**config.mk**
```make
export PLATFORM = sky130hd
export DESIGN_NAME = three_wire_register_access_master
export DESIGN_NICKNAME = d
export VERILOG_FILES = /design/src/rtl/twram_pkg.sv /design/src/rtl/twram_seq.sv /design/src/rtl/three_wire_register_access_master.sv
export VERILOG_INCLUDE_DIRS = /design/src /design/src/rtl
export SDC_FILE = /design/constraint.sdc
export NUM_CORES = 1
export LEC_CHECK = 0
export BUFFER_PORTS_ARGS = -buffer_cell sky130_fd_sc_hd__buf_2
export CORE_MARGIN = 10
export CORE_UTILIZATION = 60
export CTS_BUF_LIST = sky130_fd_sc_hd__clkbuf_4 sky130_fd_sc_hd__clkbuf_8
export CTS_CLUSTER_DIAMETER = 100
export DETAILED_ROUTE_END_ITERATION = 6
export PLACE_DENSITY_LB_ADDON = 0.15
export SKIP_CTS_REPAIR_TIMING = 1
export SYNTH_ARGS = -nofsm -noshare
export SYNTH_HDL_FRONTEND = slang
export SYNTH_SLANG_ARGS = --single-unit
export TNS_END_PERCENT = 10
```
**constraint.sdc**
```tcl
create_clock -name clk -period 3.2 [get_ports clk]
set_input_delay 0.48 -clock clk [delete_from_list [all_inputs] [get_ports clk]]
set_output_delay 0.48 -clock clk [all_outputs]
set_load 0.05 [all_outputs]
```
**src/rtl/three_wire_register_access_master_macros.svh**
```systemverilog
// Assertion macros shared by the RTL files.
`ifndef THREE_WIRE_REGISTER_ACCESS_MASTER_MACROS_SVH
`define THREE_WIRE_REGISTER_ACCESS_MASTER_MACROS_SVH

// Holds at every clock edge while out of reset.
`define TWRAM_ASSERT_ALWAYS(label, clk, rst_n, expr, msg) \
	label: assert property (@(posedge clk) disable iff (!rst_n) (expr)) else $error(msg);

// Antecedent implies consequent in the same cycle.
`define TWRAM_ASSERT_IMPLY(label, clk, rst_n, ante, cons, msg) \
	label: assert property (@(posedge clk) disable iff (!rst_n) (ante) |-> (cons)) \
		else $error(msg);

// Antecedent implies consequent in the next cycle.
`define TWRAM_ASSERT_NEXT(label, clk, rst_n, ante, cons, msg) \
	label: assert property (@(posedge clk) disable iff (!rst_n) (ante) |=> (cons)) \
		else $error(msg);

`endif

```
**src/rtl/twram_pkg.sv**
```systemverilog
`default_nettype none

package twram_pkg;

	localparam int BITS_PER_BYTE = 8;
	localparam int BIT_TICKS     = 4 * BITS_PER_BYTE;
	localparam int CLOSE_PHASE   = BIT_TICKS + 1;
	localparam int PHASE_W       = 6;

	localparam logic [1:0] MODE_TICK  = 2'd0;
	localparam logic [1:0] MODE_WRITE = 2'd1;
	localparam logic [1:0] MODE_READ  = 2'd2;

	// One result transaction.
	typedef struct packed {
		logic                     chip_enable;
		logic                     serial_clock;
		logic                     data_pin_out;
		logic                     data_drive;
		logic                     busy_res;
		logic                     done_res;
		logic [BITS_PER_BYTE-1:0] read_value;
		logic                     rejected;
	} res_t;

	// Binary to BCD: v/10 via multiply by 205, shift by 11 (exact below 1029).
	function automatic logic [7:0] to_bcd(input logic [7:0] v);
		logic [15:0] prod;
		logic [4:0]  q;
		logic [7:0]  r;
		prod = {8'd0, v} * 16'd205;
		q    = prod[15:11];
		r    = v - ({3'd0, q} * 8'd10);
		return {q[3:0], r[3:0]};
	endfunction

	// BCD to binary, non-BCD digits just weighted by ten.
	function automatic logic [7:0] from_bcd(input logic [7:0] b);
		return ({4'd0, b[7:4]} * 8'd10) + {4'd0, b[3:0]};
	endfunction

endpackage

`default_nettype wire

```
**src/rtl/twram_seq.sv**
```systemverilog
`default_nettype none

`include "three_wire_register_access_master_macros.svh"

module twram_seq (
	input  wire logic                                clk,
	input  wire logic                                arst_n,
	input  wire logic                                step,
	input  wire logic [1:0]                          mode,
	input  wire logic [twram_pkg::BITS_PER_BYTE-1:0] command_byte,
	input  wire logic [twram_pkg::BITS_PER_BYTE-1:0] write_value,
	input  wire logic                                use_bcd,
	input  wire logic                                data_pin_in,
	output twram_pkg::res_t                          res
);
	import twram_pkg::*;

	localparam int SHIFT_W = 2 * BITS_PER_BYTE;

	logic [PHASE_W-1:0]       phase_q, phase_d;
	logic [SHIFT_W-1:0]       out_shift_q, out_shift_d;
	logic [BITS_PER_BYTE-1:0] in_shift_q, in_shift_d;
	logic                     is_read_q, is_read_d;
	logic                     bcd_q, bcd_d;
	logic                     clk_lvl_q, clk_lvl_d;

	logic                     is_start;
	logic [PHASE_W-1:0]       pm1;
	logic [BITS_PER_BYTE-1:0] wv;

	assign is_start = (mode == MODE_WRITE) || (mode == MODE_READ);
	assign pm1      = phase_q - PHASE_W'(1);

	always_comb begin
		phase_d     = phase_q;
		out_shift_d = out_shift_q;
		in_shift_d  = in_shift_q;
		is_read_d   = is_read_q;
		bcd_d       = bcd_q;
		clk_lvl_d   = clk_lvl_q;
		wv          = use_bcd ? to_bcd(write_value) : write_value;
		res         = '0;

		if (phase_q == '0) begin
			if (is_start) begin
				is_read_d      = (mode == MODE_READ);
				bcd_d          = use_bcd;
				out_shift_d    = (mode == MODE_READ) ? {{BITS_PER_BYTE{1'b0}}, command_byte}
				                                     : {wv, command_byte};
				in_shift_d     = '0;
				clk_lvl_d      = 1'b0;
				phase_d        = PHASE_W'(1);
				res.chip_enable = 1'b1;
				res.data_drive  = 1'b1;
				res.busy_res    = 1'b1;
			end
		end else begin
			res.rejected = is_start;
			if (phase_q <= PHASE_W'(BIT_TICKS)) begin
				res.chip_enable = 1'b1;
				res.busy_res    = 1'b1;
				// second byte of a read: line released, sample after falling edge
				if (is_read_q && (pm1 >= PHASE_W'(2 * BITS_PER_BYTE))) begin
					if (!pm1[0]) begin
						clk_lvl_d = 1'b1;
					end else begin
						clk_lvl_d  = 1'b0;
						in_shift_d = {data_pin_in, in_shift_q[BITS_PER_BYTE-1:1]};
					end
				end else begin
					res.data_drive   = 1'b1;
					res.data_pin_out = out_shift_q[0];
					if (!pm1[0]) begin
						clk_lvl_d = 1'b0;
					end else begin
						clk_lvl_d   = 1'b1;
						out_shift_d = {1'b0, out_shift_q[SHIFT_W-1:1]};
					end
				end
				phase_d = phase_q + PHASE_W'(1);
			end else begin
				// closing tick
				clk_lvl_d    = 1'b1;
				res.done_res = 1'b1;
				if (is_read_q) begin
					res.read_value = bcd_q ? from_bcd(in_shift_q) : in_shift_q;
				end
				phase_d = '0;
			end
		end
		res.serial_clock = clk_lvl_d;
	end

	always_ff @(posedge clk or negedge arst_n) begin
		if (!arst_n) begin
			phase_q     <= '0;
			out_shift_q <= '0;
			in_shift_q  <= '0;
			is_read_q   <= 1'b0;
			bcd_q       <= 1'b0;
			clk_lvl_q   <= 1'b0;
		end else if (step) begin
			phase_q     <= phase_d;
			out_shift_q <= out_shift_d;
			in_shift_q  <= in_shift_d;
			is_read_q   <= is_read_d;
			bcd_q       <= bcd_d;
			clk_lvl_q   <= clk_lvl_d;
		end
	end

	`TWRAM_ASSERT_ALWAYS(a_phase_range, clk, arst_n, phase_q <= PHASE_W'(CLOSE_PHASE), "phase out of range")
	`TWRAM_ASSERT_NEXT(a_close_idle, clk, arst_n, step && (phase_q == PHASE_W'(CLOSE_PHASE)), phase_q == '0, "close did not return to idle")

endmodule

`default_nettype wire

```
**src/rtl/three_wire_register_access_master.sv**
```systemverilog
// Three-wire register access master: drives chip enable, serial clock and a
// bidirectional data line toward a clock chip. Every input transaction is one
// half-bit tick of the link (mode 0) or a request to open a register write
// (mode 1) or read (mode 2); each accepted transaction yields exactly one result
// transaction carrying the line levels for that tick plus busy, done, rejected
// and, on the closing tick of a read, the byte read. A frame is one start tick,
// 32 bit ticks (command byte then data byte, LSB first, two ticks per bit) and
// one closing tick, so 34 transactions per register access. Throughput is one
// transaction per clock while in_stall is low: the frame sequencer state
// updates as each transaction is accepted and the result is registered into a two-entry output buffer
// (output register plus skid register), so in_stall only rises once both
// entries hold results the downstream has not yet taken.
`default_nettype none

`include "three_wire_register_access_master_macros.svh"

module three_wire_register_access_master (
	input  wire logic                                clk,
	input  wire logic                                arst_n,
	input  wire logic                                in_valid,
	output logic                                     in_stall,
	input  wire logic [1:0]                          mode,
	input  wire logic [twram_pkg::BITS_PER_BYTE-1:0] command_byte,
	input  wire logic [twram_pkg::BITS_PER_BYTE-1:0] write_value,
	input  wire logic                                use_bcd,
	input  wire logic                                data_pin_in,
	output logic                                     out_valid,
	input  wire logic                                out_stall,
	output logic                                     chip_enable,
	output logic                                     serial_clock,
	output logic                                     data_pin_out,
	output logic                                     data_drive,
	output logic                                     busy_res,
	output logic                                     done_res,
	output logic [twram_pkg::BITS_PER_BYTE-1:0]      read_value,
	output logic                                     rejected
);
	import twram_pkg::*;

	logic acc_in;
	logic drain;
	res_t step_res;

	// output buffer: main entry drives the ports, skid catches one extra
	res_t out_q, skid_q;
	logic out_valid_q, skid_valid_q;

	assign in_stall = skid_valid_q;
	assign acc_in   = in_valid && !in_stall;
	assign drain    = out_valid_q && !out_stall;

	twram_seq u_seq (
		.clk          (clk),
		.arst_n       (arst_n),
		.step         (acc_in),
		.mode         (mode),
		.command_byte (command_byte),
		.write_value  (write_value),
		.use_bcd      (use_bcd),
		.data_pin_in  (data_pin_in),
		.res          (step_res)
	);

	always_ff @(posedge clk or negedge arst_n) begin
		if (!arst_n) begin
			out_valid_q  <= 1'b0;
			skid_valid_q <= 1'b0;
		end else begin
			if (acc_in) begin
				// skid is empty whenever a transaction is accepted
				if (!out_valid_q || drain) begin
					out_valid_q <= 1'b1;
				end else begin
					skid_valid_q <= 1'b1;
				end
			end else if (drain) begin
				if (skid_valid_q) begin
					skid_valid_q <= 1'b0;
				end else begin
					out_valid_q <= 1'b0;
				end
			end
		end
	end

	// payload: no reset needed
	always_ff @(posedge clk) begin
		if (acc_in) begin
			if (!out_valid_q || drain) begin
				out_q <= step_res;
			end else begin
				skid_q <= step_res;
			end
		end else if (drain && skid_valid_q) begin
			out_q <= skid_q;
		end
	end

	assign out_valid    = out_valid_q;
	assign chip_enable  = out_q.chip_enable;
	assign serial_clock = out_q.serial_clock;
	assign data_pin_out = out_q.data_pin_out;
	assign data_drive   = out_q.data_drive;
	assign busy_res     = out_q.busy_res;
	assign done_res     = out_q.done_res;
	assign read_value   = out_q.read_value;
	assign rejected     = out_q.rejected;

	`TWRAM_ASSERT_IMPLY(a_skid_behind_out, clk, arst_n, skid_valid_q, out_valid_q, "skid full with output empty")
	`TWRAM_ASSERT_IMPLY(a_busy_is_ce, clk, arst_n, out_valid_q, busy_res == chip_enable, "busy and chip enable disagree")
	`TWRAM_ASSERT_IMPLY(a_done_closes, clk, arst_n, out_valid_q && done_res, !chip_enable && !data_drive && serial_clock, "closing tick line levels wrong")
	`TWRAM_ASSERT_IMPLY(a_released_low, clk, arst_n, out_valid_q && !data_drive, !data_pin_out, "data level set while released")

endmodule

`default_nettype wire
```
---- Word-level counts from Yosys, hierarchy flattened ----
Index checks and enable logic that the tools add are counted.
cells by class
  magnitude comparators ................... 2
  eq/ne operators ......................... 7
  mux-type cells .......................... 43
  bitwise logic cells ..................... 1
  reduce and logical (&&, ||, !) cells .... 23
  add/sub/neg operators ................... 4
  multiply operators ...................... 3
operators with widths
  kind                  number
  $mux 16               6
  $mux 8                8
  $mux 15               3
  $mux 6                3
  $mux 1                17
  $mul 8x8->16 const B  1
  $mux 10               1
  $reduce_and 5->1      2
  $reduce_bool 2->1     5
  $mux 9                1
  $add 8x4->8           1
  $reduce_and 2->1      4
  $mul 4x3->7 const B   1
  $add 6x1->6 const B   1
  $ge 6x5->1 const B    1
  $le 6x6->1 const B    1
  $logic_not 6->1       1
  $mux 2                3
  $ne 2x1->1 const B    3
  $reduce_and 3->1      2
  $sub 6x1->6 const B   1
  $mul 5x3->3 const B   1
  $logic_and 1x1->1     4
  $ne 2x2->1 const B    2
  7 further kinds       10
word-level totals
  output and inout port bits .............. 17
  register bits after elaboration ......... 65
  input bits .............................. 24
  logic and storage cells ................. 107

---- Logic depth before layout (Yosys ltp) ----
Gate-level depths: netlist (run 1).
  word-level depth ........................ 8
  mapped depth ............................ 21

---- Modules after synthesis ----
From an unflattened synthesis (run 1), not the netlist that was laid out.
unflattened totals
  cell total of the unflattened synthesis .. 405
  area total of the unflattened synthesis .. 4474.3 sq um
modules (own cells, without submodules)
  module                             seq. area each (sq um)  cells an instance  times used  area each (sq um)
  twram_seq                          825.8                   345                1           3241.9
  three_wire_register_access_master  950.9                   60                 1           1232.4

---- Worst setup path before layout (run 1) ----
OpenSTA, ideal clock, no wires.
  path type ............................... input-to-reg
  from .................................... input port write_value[1] (netlist name)
  to ...................................... register u_seq.out_shift_q[11]
  cell stages on the path ................. 21
  setup slack ............................. -2205 ps
  data arrival time ....................... 5281 ps
  path through ............................ ha_1 > xor2_1 > ha_1 > fa_1 > inv_1 > fa_1 > inv_1 > ha_1 > a21o_1 > a21o_1 > o31a_1 > o21a_1 > nor2_1 > xor2_1 > fa_1 > xor2_1 > or3_2 > a2111o_1 > o311ai_1 > xnor2_1 > o21ai_1
on the way
  cells in the longest elaborated chain, start to end .. 7
RTL lines
  element               RTL line                                 RTL
  start, declared       three_wire_register_access_master.sv:24  input wire logic [twram_pkg::BITS_PER_BYTE-1:0] write_value,
  $mul 8x8->16          twram_pkg.sv:31                          prod = {8'd0, v} * 16'd205;
  $mul 5x3->3           twram_pkg.sv:33                          r = v - ({3'd0, q} * 8'd10);
  $sub 4x4->4 (*)       twram_pkg.sv:33
  $mux 8 (*)            twram_seq.sv:41                          wv = use_bcd ? to_bcd(write_value) : write_value;
  $mux 16 (*)           twram_seq.sv:48                          out_shift_d = (mode == MODE_READ) ? {{BITS_PER_BYTE{1'b0}}, command_byte}
  $mux 16 (*)           twram_seq.sv:45                          if (is_start) begin
  $mux 16 (*)           twram_seq.sv:44                          if (phase_q == '0) begin
  end signal, assigned  twram_seq.sv:104                         out_shift_q <= out_shift_d;
  end, declared         twram_seq.sv:21                          logic [SHIFT_W-1:0] out_shift_q, out_shift_d;
Every way passes the cells marked *; elsewhere a longest branch is shown, timed or not. The select of a mux whose other input is x is not followed.
A chain may end at the register's enable or synchronous reset.

---- Worst setup path after layout (run 1) ----
  from .................................... input port write_value[4] (netlist name)
  to ...................................... register u_seq.out_shift_q[11]
on the way
  cells in the longest elaborated chain, start to end .. 7
RTL lines
  element       RTL line
  $mul 8x8->16  twram_pkg.sv:31
  $mul 5x3->3   twram_pkg.sv:33
  $sub 4x4->4   twram_pkg.sv:33
  $mux 8        twram_seq.sv:41
  $mux 16       twram_seq.sv:48
  $mux 16       twram_seq.sv:45
  $mux 16       twram_seq.sv:44
Every way passes these cells. The select of a mux whose other input is x is not followed.

==> results of run 1 <==
## routing by layer
metal  track usage  vias up
met5             0        -
met3       0.03510       13
met4       0.04389        0
li1              -     1816
met2        0.3228      102
met1        0.2251     1827
## area by class of cell
| type | count | area, sq um | share of cell area |
|---|---|---|---|
| Clock buffer | 9 | 123.9 | 0.02147 |
| Inverter | 36 | 135.1 | 0.02342 |
| Timing Repair Buffer | 98 | 656.9 | 0.1138 |
| Multi-Input combinational cell | 336 | 2939 | 0.5093 |
| Sequential cell | 63 | 1717 | 0.2975 |
| Clock inverter | 7 | 71.32 | 0.01236 |
| Tap cell | 102 | 127.6 | 0.02212 |
## cell families after synthesis
family / count (synthesis)
compound gates: 102
simple gates: 129
fa+ha+maj: 67
mux: 23
buf+inv: 54
flops: 63
xor+xnor: 15
## final timing paths
| check | end | startpoint | slack (ps) | cells past startpoint |
|---|---|---|---|---|
| hold / removal | u_seq.phase_q[4] | arst_n | 240 | 1 |
| max in group asynchronous | u_seq.in_shift_q[0] | arst_n | 2410 | 1 |
| min in group clk | u_seq.in_shift_q[7] | data_pin_in | 370 | 3 |
| setup / recovery | u_seq.out_shift_q[11] | write_value[4] | -1680 | 21 |
| setup reg to reg | u_seq.out_shift_q[13] | u_seq.phase_q[1] | 490 | 9 |
| hold reg to reg | u_seq.out_shift_q[8] | u_seq.out_shift_q[8] | 480 | 2 |
## per-stage QoR
stage | hold WS (ps) | setup slack (ps) | utilization | total power, W | std cells
after detailed placement | 471.8 | -2216 | 0.7050 | 0.004582 | 634
after global placement | 460.7 | -2104 | 0.7050 | 0.004458 | 634
after global routing | 285.9 | -1846 | 0.7546 | 0.005954 | 651
after floorplan | 184.4 | -1910 | - | 0.003720 | 453
after CTS | 280.2 | -1858 | 0.7305 | 0.005288 | 650
final | 244.6 | -1678 | 0.7546 | 0.005525 | 651
## worst max-delay path: cells and delay by family
kind                       cells  cell delay (ps)
adders and majority gates      7             2350
AOI/OAI and AO/OA              5              840
and+or+nand+nor                3              650
buffers and inverters          4              460
xor gates and xnor gates       2              310
## registers in the layout (all words and copies together) (netlist names)
register and cells:
data_pin_out 1, u_seq.is_read_q 1, chip_enable 1, u_seq.phase_q 6, read_value 8, skid_q 14
u_seq.clk_lvl_q 1, done_res 1, u_seq.in_shift_q 8, serial_clock 1, data_drive 1, in_stall 1
u_seq.bcd_q 1, rejected 1, u_seq.out_shift_q 16, out_valid 1
## power breakdown
| part | switching (W) | internal (W) | leakage [nW] |
|---|---|---|---|
| clock | 0.000332 | 0.000359 | 0.0933 |
| combinational | 0.00195 | 0.00146 | 1.81 |
| sequential | 0.000248 | 0.00118 | 0.707 |
| total | 0.00253 | 0.00300 | 2.61 |
## layout by cell type, fill, tap and decap left out, drive strengths merged, types with 3 or more instances in the layout
| cell | netlist | routed |
|---|---|---|
| nor2b | 4 | 4 |
| mux2i | 16 | 16 |
| a21oi | 23 | 23 |
| nand2b | 4 | 4 |
| or3 | 4 | 4 |
| o31ai | 9 | 9 |
| edfxtp | 28 | 28 |
| ha | 52 | 52 |
| nor2 | 22 | 22 |
| clkbuf | 9 | 9 |
| xor2 | 6 | 6 |
| o41ai | 5 | 5 |
| nand2 | 55 | 55 |
| fa | 13 | 13 |
| nor3 | 8 | 8 |
| a21o | 5 | 5 |
| a221oi | 3 | 3 |
| xnor2 | 9 | 9 |
| buf | 9 | 98 |
| nor3b | 3 | 3 |
| clkinv | 0 | 3 |
| nand3 | 11 | 11 |
| a211oi | 4 | 4 |
| o21ai | 32 | 32 |
| and3 | 7 | 7 |
| inv | 36 | 37 |
| dfrtp | 35 | 35 |
| mux2 | 7 | 7 |
==> summary.md, run 1 <==
| Metric | Value |
|---|---|
| Slowest cell delay on critical path | `490 ps` |
| Largest family of logic cells by synthesized area | `adder cells` |
| Worst slew margin | `0.4303` |
| Status | `finished with violations` |
| Synth async-reset ratio | `0.5556` |
| Fin crit period | `4878 ps` |
| Clock Sinks | `63` |
| First-pass GRT wire length | `17.54 mm` |
| DRT antenna net count | `0` |
| Maxcap violations | `0` |
| Die Width | `108.2 microns` |
| Clock slew at reported path FFs | `80 ps` |
| # rows | `32` |
| Endpoints failing setup | `7` |
| Synth Instances | `453` |
| Clk Latency, worst-skew pair | `340 ps` |
| Final Max Tran Viols | `0` |
| Layout cells sized above 1 | `0.3297` |
| Initial core utilization | `0.6109` |
| Critical path type | `in2reg` |
| Count leader, synth | `nand2_1` |
| Pre-antenna DRT Iters | `5` |
| Die height | `108.2 microns` |
| I/O pins | `41` |
| DRC viols | `0` |
| PD cells | `957.4 mW/mm^2` |
| Cell mode on critical path | `ha_1` |
| Seq cells post-synth | `63` |
| Vias in the first global route | `3701` |
| Final nets | `633` |
| Finished Cell Area | `0.005771 sq mm` |
| Tot GR Track Use | `0.1832` |
| Worst slew pin tran | `854.6 ps` |
| Critical path endpoint category | `register` |
| Worst setup SP type | `input port` |
| Fillers | `552` |
| Violated checks | `negative setup slack` |
| Simple-Gate Fraction of Synth Area | `0.1398` |
| Mux cell area share after synthesis | `0.05115` |
| Peak supply drop | `0.3667 mV` |
| Final Hold Viols | `0` |
| CTS H-tree depth | `3` |
| Final GP Congestion | `0.8455` |
| Slowest cell on crit path | `fa_1` |
| Root Driver | `clkbuf_8` |
| Post-synth EDFFs | `28` |
| Die ar. | `0.01172 sq mm` |
| # diodes | `0` |
| Crit share post-route | `1.524` |
| Peak Freq | `205.0 MHz` |
| Most used DFF post-synth | `dfrtp_1` |
| Synth cell types | `70` |
| Met3 Routed Length | `517 microns` |
| Synth Area in Adders | `0.1998` |
| TritonCTS clock tree | `built` |
| Worst-path cell chain | `buf_2 -> buf_4 -> ha_1 -> buf_4 -> fa_1 -> fa_1 -> ha_1 -> ha_1 -> nand2b_2 -> a2111oi_4 -> a221oi_2 -> nand2_1 -> ha_1 -> inv_1 -> fa_2 -> xor2_2 -> or3_4 -> a2111o_1 -> o311ai_2 -> xnor2_1 -> o21ai_1` |
| Yosys warns | `0` |
| DP Area | `0.005391 sq mm` |
| Core area | `0.007647 sq mm` |
| Post-synthesis compound-gate area fraction | `0.1623` |
| Initial antenna violation count | `0` |
| Largest net degree at the start of global routing | `36` |
| Dpl hpwl | `8.117 mm` |
| Via count | `3758` |
| Post-synth top cells | `nand2_1 (53), ha_1 (52), dfrtp_1 (35), inv_1 (35), edfxtp_1 (28)` |
| Critical Path AT | `5110 ps` |
| WP data required | `3430 ps` |
| M1 WL | `4.595 mm` |
| Buffers on Ports | `40` |
| WL final | `10.74 mm` |
| Remaining Overflow, GRT | `0` |
| Vias per cell | `5.773` |
| Share of the synthesized area in the top cell type | `0.1875` |
| XOR/XNOR Fraction of Synth Area | `0.02973` |
| Setup TNS | `-5426 ps` |
| Clk_skew | `13.64 ps` |
| Met2 WL post-DR | `5.486 mm` |
| Num CTS Buffers | `9` |
| Pleak | `2.609 nW` |
| Sequential-to-total area share from yosys stat | `0.3674` |
| Dominant cell type by area after synthesis | `dfrtp_1` |
| PnR worst setup slack | `-1678 ps` |
| RSZ-0062 raised after global routing | `true` |
| Area grow syn2layout | `23.51%` |
| Mapped Nets | `542` |
| Dominant cells by area after synthesis | `dfrtp_1 (19%), edfxtp_1 (18%), ha_1 (14%)` |
| Critical Path Fanout Max | `4` |
| Routed len/inst | `16.50 microns` |
| Hold Crit Class | `in2async` |
| Average instance area after synthesis | `10.31 sq um` |
| Clock Tree Buf Depth | `2` |
| Mapped cell area | `0.004672 sq mm` |
| DR top layer | `met4` |
| DR iter-0 viols | `124` |
Note: power is estimated with default switching activity, not from simulation.
==> run 2, diff against run 1 <==
- GPL_ROUTABILITY_DRIVEN: default -> 1
- SLEW_MARGIN: default -> 10
- clock period: 3.2 -> 4.7 ns (I/O delays scaled with it)
==> summary.md, run 2 (synthesis results as in run 1) <==
| Metric | Value |
|---|---|
| Die height | `108.2 microns (unchanged)` |
| # rows | `32 (unchanged)` |
| # diodes | `0 (unchanged)` |
| Finished Cell Area | `0.005553 sq mm (was 0.005771 sq mm)` |
| Top flop regs | `u_seq.out_shift_q: 16 flops, skid_q: 14 flops (unchanged)` |
| First-pass GRT wire length | `17.41 mm (was 17.54 mm)` |
| Remaining Overflow, GRT | `0 (unchanged)` |
| Largest net degree at the start of global routing | `36 (unchanged)` |
| Layout cells sized above 1 | `0.2948 (was 0.3297)` |
| Violated checks | `negative setup slack (unchanged)` |
| Worst setup SP type | `input port (unchanged)` |
| Fillers | `582 (was 552)` |
| Final Max Tran Viols | `0 (unchanged)` |
| Final GP Congestion | `0.8644 (was 0.8455)` |
| TritonCTS clock tree | `built (unchanged)` |
| Final Hold Viols | `0 (unchanged)` |
| Worst slack, placed | `-974.5 ps (was -2216 ps)` |
| PD cells | `638.5 mW/mm^2 (was 957.4 mW/mm^2)` |
| Clk_skew | `12.99 ps (was 13.64 ps)` |
| Hold Crit Class | `in2async (unchanged)` |
| Vias per cell | `5.665 (was 5.773)` |
| RSZ-0062 raised after global routing | `true (unchanged)` |
| Worst slew pin tran | `810.6 ps (was 854.6 ps)` |
| Vias in the first global route | `3690 (was 3701)` |
| Die Width | `108.2 microns (unchanged)` |
| Routed len/inst | `16.34 microns (was 16.50 microns)` |
| WP data required | `4930 ps (was 3430 ps)` |
| Initial core utilization | `0.6109 (unchanged)` |
| Worst slew margin | `0.4596 (was 0.4303)` |
| Critical Path AT | `5440 ps (was 5110 ps)` |
| Commonest non-fill, non-tap cell in the layout | `nand2_1 (was buf_4)` |
| WL final | `10.42 mm (was 10.74 mm)` |
| Critical path startpoint | `write_value[1] (was write_value[4])` |
| CTS H-tree depth | `3 (unchanged)` |
| Critical R2R Launch | `u_seq.phase_q[0] (was u_seq.phase_q[1])` |
| Critical path type | `in2reg (unchanged)` |
| Peak supply drop | `0.2567 mV (was 0.3667 mV)` |
| Clk Latency, worst-skew pair | `340 ps (about the same)` |
| DP Area | `0.005281 sq mm (was 0.005391 sq mm)` |
| Clock slew at reported path FFs | `80 ps (about the same)` |
| Crit share post-route | `1.110` |
| PnR worst setup slack | `-516.7 ps (was -1678 ps)` |
| Via count | `3614 (was 3758)` |
| Core area | `0.007647 sq mm (unchanged)` |
| Min Hold Slack | `442.2 ps (was 244.6 ps)` |
| Area grow syn2layout | `18.85% (was 23.51%)` |
| Die ar. | `0.01172 sq mm (unchanged)` |
| Largest register FFs | `16 (unchanged)` |
| Initial antenna violation count | `0 (unchanged)` |
| Num CTS Buffers | `9 (unchanged)` |
| Clock Tree Buf Depth | `2 (unchanged)` |
| Critical Path Fanout Max | `5 (was 4)` |
| Buffers on Ports | `40 (unchanged)` |
| Root Driver | `clkbuf_8 (unchanged)` |
| Peak Freq | `191.7 MHz` |
| Tot GR Track Use | `0.1833 (was 0.1832)` |
| DRT antenna net count | `0 (unchanged)` |
| Clock Sinks | `63 (unchanged)` |
| Dpl hpwl | `8.132 mm (was 8.117 mm)` |
| Maxcap violations | `0 (unchanged)` |
| Status | `finished with violations (unchanged)` |
| Critical path endpoint category | `register (unchanged)` |
| DRC viols | `0 (unchanged)` |
| Top reg by flops | `u_seq.out_shift_q (unchanged)` |
| Fin crit period | `5217 ps` |
| I/O pins | `41 (unchanged)` |
| Pre-antenna DRT Iters | `4 (was 5)` |
| Most frequent cells in the layout | `nand2_1 (53), ha_1 (46), buf_4 (45) (was buf_4 (58), nand2_1 (53), ha_1 (43))` |
| Pleak | `2.525 nW (was 2.609 nW)` |
| Final nets | `620 (was 633)` |
| DR iter-0 viols | `147 (was 124)` |
| Endpoints failing setup | `1 (was 7)` |
==> run 2: cell types whose count changed in the layout (fill, tap and decap cells not counted), moves of 2 or more <==
cell,before,now
buf_4,58,45
o21ai_1,12,10
clkbuf_4,0,3
ha_1,43,46
o21ai_0,10,12
ha_4,8,5
==> run 2: path summary, 6_finish.rpt <==
check	to	slack, ps	cells after the start
worst max register to register	u_seq.out_shift_q[15]	1540	9
max in group asynchronous	u_seq.out_shift_q[5]	3740	1
worst max-delay path	u_seq.out_shift_q[11]	-520	23
worst min register to register	u_seq.out_shift_q[3]	480	2
worst min-delay path	u_seq.phase_q[2]	440	1
min in group clk	u_seq.out_shift_q[3]	480	2
==> run 2: metrics by stage <==
step                      utilization  total power [W]  TNS [ps]  cells
after detailed placement       0.6906         0.003050     -1261    621
after floorplan                     -         0.002533    -635.1    453
final                          0.7261         0.003546    -516.7    638
after global placement         0.6906         0.002952    -982.4    621
after CTS                      0.7134         0.003476    -616.5    637
after global routing           0.7261         0.003832    -675.9    638
==> run 2: critical path, cell delays in order <==
cell and delay, ps:
clkbuf_4 160, ha_4 260, xor2_2 140, ha_1 300, fa_1 490, inv_1 50
fa_1 490, inv_2 50, ha_4 210, a21o_1 190, buf_4 150, a2111oi_4 320
a221oi_2 90, nand2_1 110, ha_1 150, inv_1 60, fa_2 400, xor2_2 160
or3_4 320, a2111o_1 320, o311ai_2 90, xnor2_1 150, o21ai_1 80
==> run 2: metal layers <==
metal	up-vias	wire, microns	track usage
met3	22	449	0.03688
li1	1797	-	-
met1	1715	4516	0.2239
met5	-	0	0
met2	80	5227	0.3091
met4	0	229	0.07538
==> run 2: cell type report <==
type	count	area [sq um]	share of cell area
clock buffer	11	138.9	0.02501
clock inverter	5	35.03	0.006309
tap	102	127.6	0.02298
sequential	63	1717	0.3091
multi-input combinational	336	2859	0.5149
timing repair buffer	85	540.5	0.09734
inverter	36	135.1	0.02434
==> run 2: report_power, final <==
part / switching, W / internal [W] / total, W
Sequential: 0.000182 / 0.000806 / 0.000988
Combinational: 0.00126 / 0.000884 / 0.00214
Clock: 0.000215 / 0.000203 / 0.000418
==> run 3, diff against run 2 <==
- RECOVER_POWER: default -> 100
==> summary.md, run 3 (synthesis results as in run 1) <==
| Metric | Value |
|---|---|
| DR iter-0 viols | `166 (was 147)` |
| I/O pins | `41 (unchanged)` |
| Min-delay src | `u_seq.out_shift_q[5]` |
| Clk Latency, worst-skew pair | `340 ps (about the same)` |
| First-pass GRT wire length | `17.41 mm (unchanged)` |
| Die Width | `108.2 microns (unchanged)` |
| Critical Path Fanout Max | `5 (unchanged)` |
| Clock Sinks | `63 (unchanged)` |
| Root Driver | `clkbuf_8 (unchanged)` |
| Worst slew pin tran | `1945 ps (was 810.6 ps)` |
| Worst-path cell chain | `clkbuf_4 -> ha_4 -> xor2_2 -> ha_1 -> fa_1 -> inv_1 -> fa_1 -> inv_2 -> ha_4 -> a21o_1 -> buf_4 -> a2111oi_4 -> a221oi_2 -> nand2_1 -> ha_1 -> inv_1 -> fa_2 -> xor2_2 -> or3_4 -> a2111o_1 -> o311ai_2 -> xnor2_1 -> o21ai_1 (unchanged)` |
| Slowest cell on crit path | `fa_1 (unchanged)` |
| Critical path startpoint | `write_value[1] (unchanged)` |
| Worst slew margin | `-0.2964 (was 0.4596)` |
| Clock Tree Buf Depth | `2 (unchanged)` |
| PD cells | `634.7 mW/mm^2 (was 638.5 mW/mm^2)` |
| PnR worst setup slack | `-521.1 ps (was -516.7 ps)` |
| Sw Pwr | `0.001612 W (was 0.001653 W)` |
| Crit share post-route | `1.111 (was 1.110)` |
| Slowest cell delay on critical path | `490 ps (about the same)` |
| Pleak | `2.435 nW (was 2.525 nW)` |
| TritonCTS clock tree | `built (unchanged)` |
| Peak supply drop | `0.2536 mV (was 0.2567 mV)` |
| Initial antenna violation count | `0 (unchanged)` |
| Layout cells sized above 1 | `0.2220 (was 0.2948)` |
| RSZ-0062 raised after global routing | `true (unchanged)` |
| Die ar. | `0.01172 sq mm (unchanged)` |
| Largest net degree at the start of global routing | `36 (unchanged)` |
| Clock power share | `0.121 (was 0.118)` |
| Maxcap violations | `2 (was 0)` |
| Core area | `0.007647 sq mm (unchanged)` |
| Overall power | `0.003450 W (was 0.003546 W)` |
| Final GP Congestion | `0.8644 (unchanged)` |
| Final Max Tran Viols | `54 (was 0)` |
| Reg2reg path depth | `7 (was 9)` |
| Via count | `3619 (was 3614)` |
| Register share of total power | `0.285 (was 0.279)` |
| Hold Crit Class | `reg2reg (was in2async)` |
| Top reg by flops | `u_seq.out_shift_q (unchanged)` |
| Top flop regs | `u_seq.out_shift_q: 16 flops, skid_q: 14 flops (unchanged)` |
| WL final | `10.48 mm (was 10.42 mm)` |
| DRT antenna net count | `0 (unchanged)` |
| # diodes | `0 (unchanged)` |
| Clock slew at reported path FFs | `70 ps (was 80 ps)` |
| Worst setup SP type | `input port (unchanged)` |
| Combinational Power Share | `0.594 (was 0.603)` |
| RR Endpoint | `data_pin_out (was u_seq.out_shift_q[15])` |
| Routed len/inst | `16.43 microns (was 16.34 microns)` |
| Setup crit end | `u_seq.out_shift_q[11] (unchanged)` |
| # rows | `32 (unchanged)` |
| Critical Path AT | `5440 ps (about the same)` |
| CTS H-tree depth | `3 (unchanged)` |
| Status | `finished with violations (unchanged)` |
| Area grow syn2layout | `16.36% (was 18.85%)` |
| R2R Setup Slk | `710 ps (was 1540 ps)` |
| Tot GR Track Use | `0.1833 (unchanged)` |
| Dpl hpwl | `8.132 mm (unchanged)` |
| Vias in the first global route | `3690 (unchanged)` |
| Cell internal pwr | `0.001839 W (was 0.001893 W)` |
| Sw frac | `0.4671 (was 0.4661)` |
| DRC viols | `0 (unchanged)` |
| Buffers on Ports | `40 (unchanged)` |
| Clk_skew | `12.95 ps (was 12.99 ps)` |
| Critical path type | `in2reg (unchanged)` |
| Final Hold Viols | `0 (unchanged)` |
| Num CTS Buffers | `9 (unchanged)` |
| Endpoints failing setup | `1 (unchanged)` |
| Most frequent cells in the layout | `nand2_1 (55), ha_1 (46), buf_4 (42) (was nand2_1 (53), ha_1 (46), buf_4 (45))` |
| Setup TNS | `-521.1 ps (was -516.7 ps)` |
| Commonest non-fill, non-tap cell in the layout | `nand2_1 (unchanged)` |
| Final nets | `620 (unchanged)` |
| Remaining Overflow, GRT | `0 (unchanged)` |
| Violated checks | `max-capacitance violations, max-slew violations, negative setup slack (was negative setup slack)` |
| Critical path endpoint category | `register (unchanged)` |
| Critical R2R Launch | `u_seq.phase_q[0] (unchanged)` |
| Die height | `108.2 microns (unchanged)` |
| Peak Freq | `191.5 MHz (was 191.7 MHz)` |
| Initial core utilization | `0.6109 (unchanged)` |
| Fin crit period | `5221 ps (was 5217 ps)` |
| Largest register FFs | `16 (unchanged)` |
| WP data required | `4920 ps (was 4930 ps)` |
| Vias per cell | `5.672 (was 5.665)` |
| Pre-antenna DRT Iters | `5 (was 4)` |
-- run 3: stage by stage --
step | hold WS, ps | instances | area [sq um] | util | setup WS, ps
detailed placement | 470.8 | 621 | 5281 | 0.6906 | -974.5
global route | 514.5 | 638 | 5436 | 0.7109 | -664.6
CTS | 463.1 | 637 | 5455 | 0.7134 | -616.5
floorplan | 409.4 | 453 | 4721 | - | -635.1
global placement | 462.0 | 621 | 5281 | 0.6906 | -823.3
finish | 486.3 | 638 | 5436 | 0.7109 | -521.1
-- run 3: layer usage --
metal	vias to the layer above	part of all wire	track usage	routed length [microns]
met2	80	0.50	0.3091	5234
met3	25	0.042	0.03688	443
met5	-	0	0	0
met4	0	0.022	0.07538	233
li1	1791	-	-	-
met1	1723	0.44	0.2239	4570
-- run 3: power by group through the flow --
stage / registers [W] / clock network, W / logic (W)
after floorplan: 0.00113 / 0 / 0.00140
after global placement: 0.000983 / 0 / 0.00197
after detailed placement: 0.000995 / 0 / 0.00206
after CTS: 0.000986 / 0.000425 / 0.00207
after global routing: 0.00101 / 0.000449 / 0.00228
final: 0.000984 / 0.000417 / 0.00205
-- run 3: final cells by class --
cell class | count | area (sq um)
multi-input combinational | 336 | 2778
clock buffer | 11 | 138.9
fill | 619 | 2211
timing repair buffer | 85 | 505.5
clock inverter | 5 | 35.03
inverter | 36 | 135.1
tap | 102 | 127.6
sequential | 63 | 1717
-- run 3: worst max-delay path, delay by kind of cell --
kind | cells | cell delay, ps
fa+ha+maj | 7 | 2300
compound gates | 6 | 1090
buf+inv | 5 | 470
xor+xnor | 3 | 460
simple gates | 2 | 430
-- run 3: how the worst min path moves through the flow --
stage                                       to  depth (start not counted)  slack (ps)
after floorplan                       in_stall                          0         410
after global placement    u_seq.out_shift_q[5]                          2         460
after detailed placement  u_seq.out_shift_q[4]                          2         470
after CTS                     u_seq.phase_q[2]                          1         460
after global routing      u_seq.out_shift_q[4]                          2         510
final                     u_seq.out_shift_q[5]                          2         490
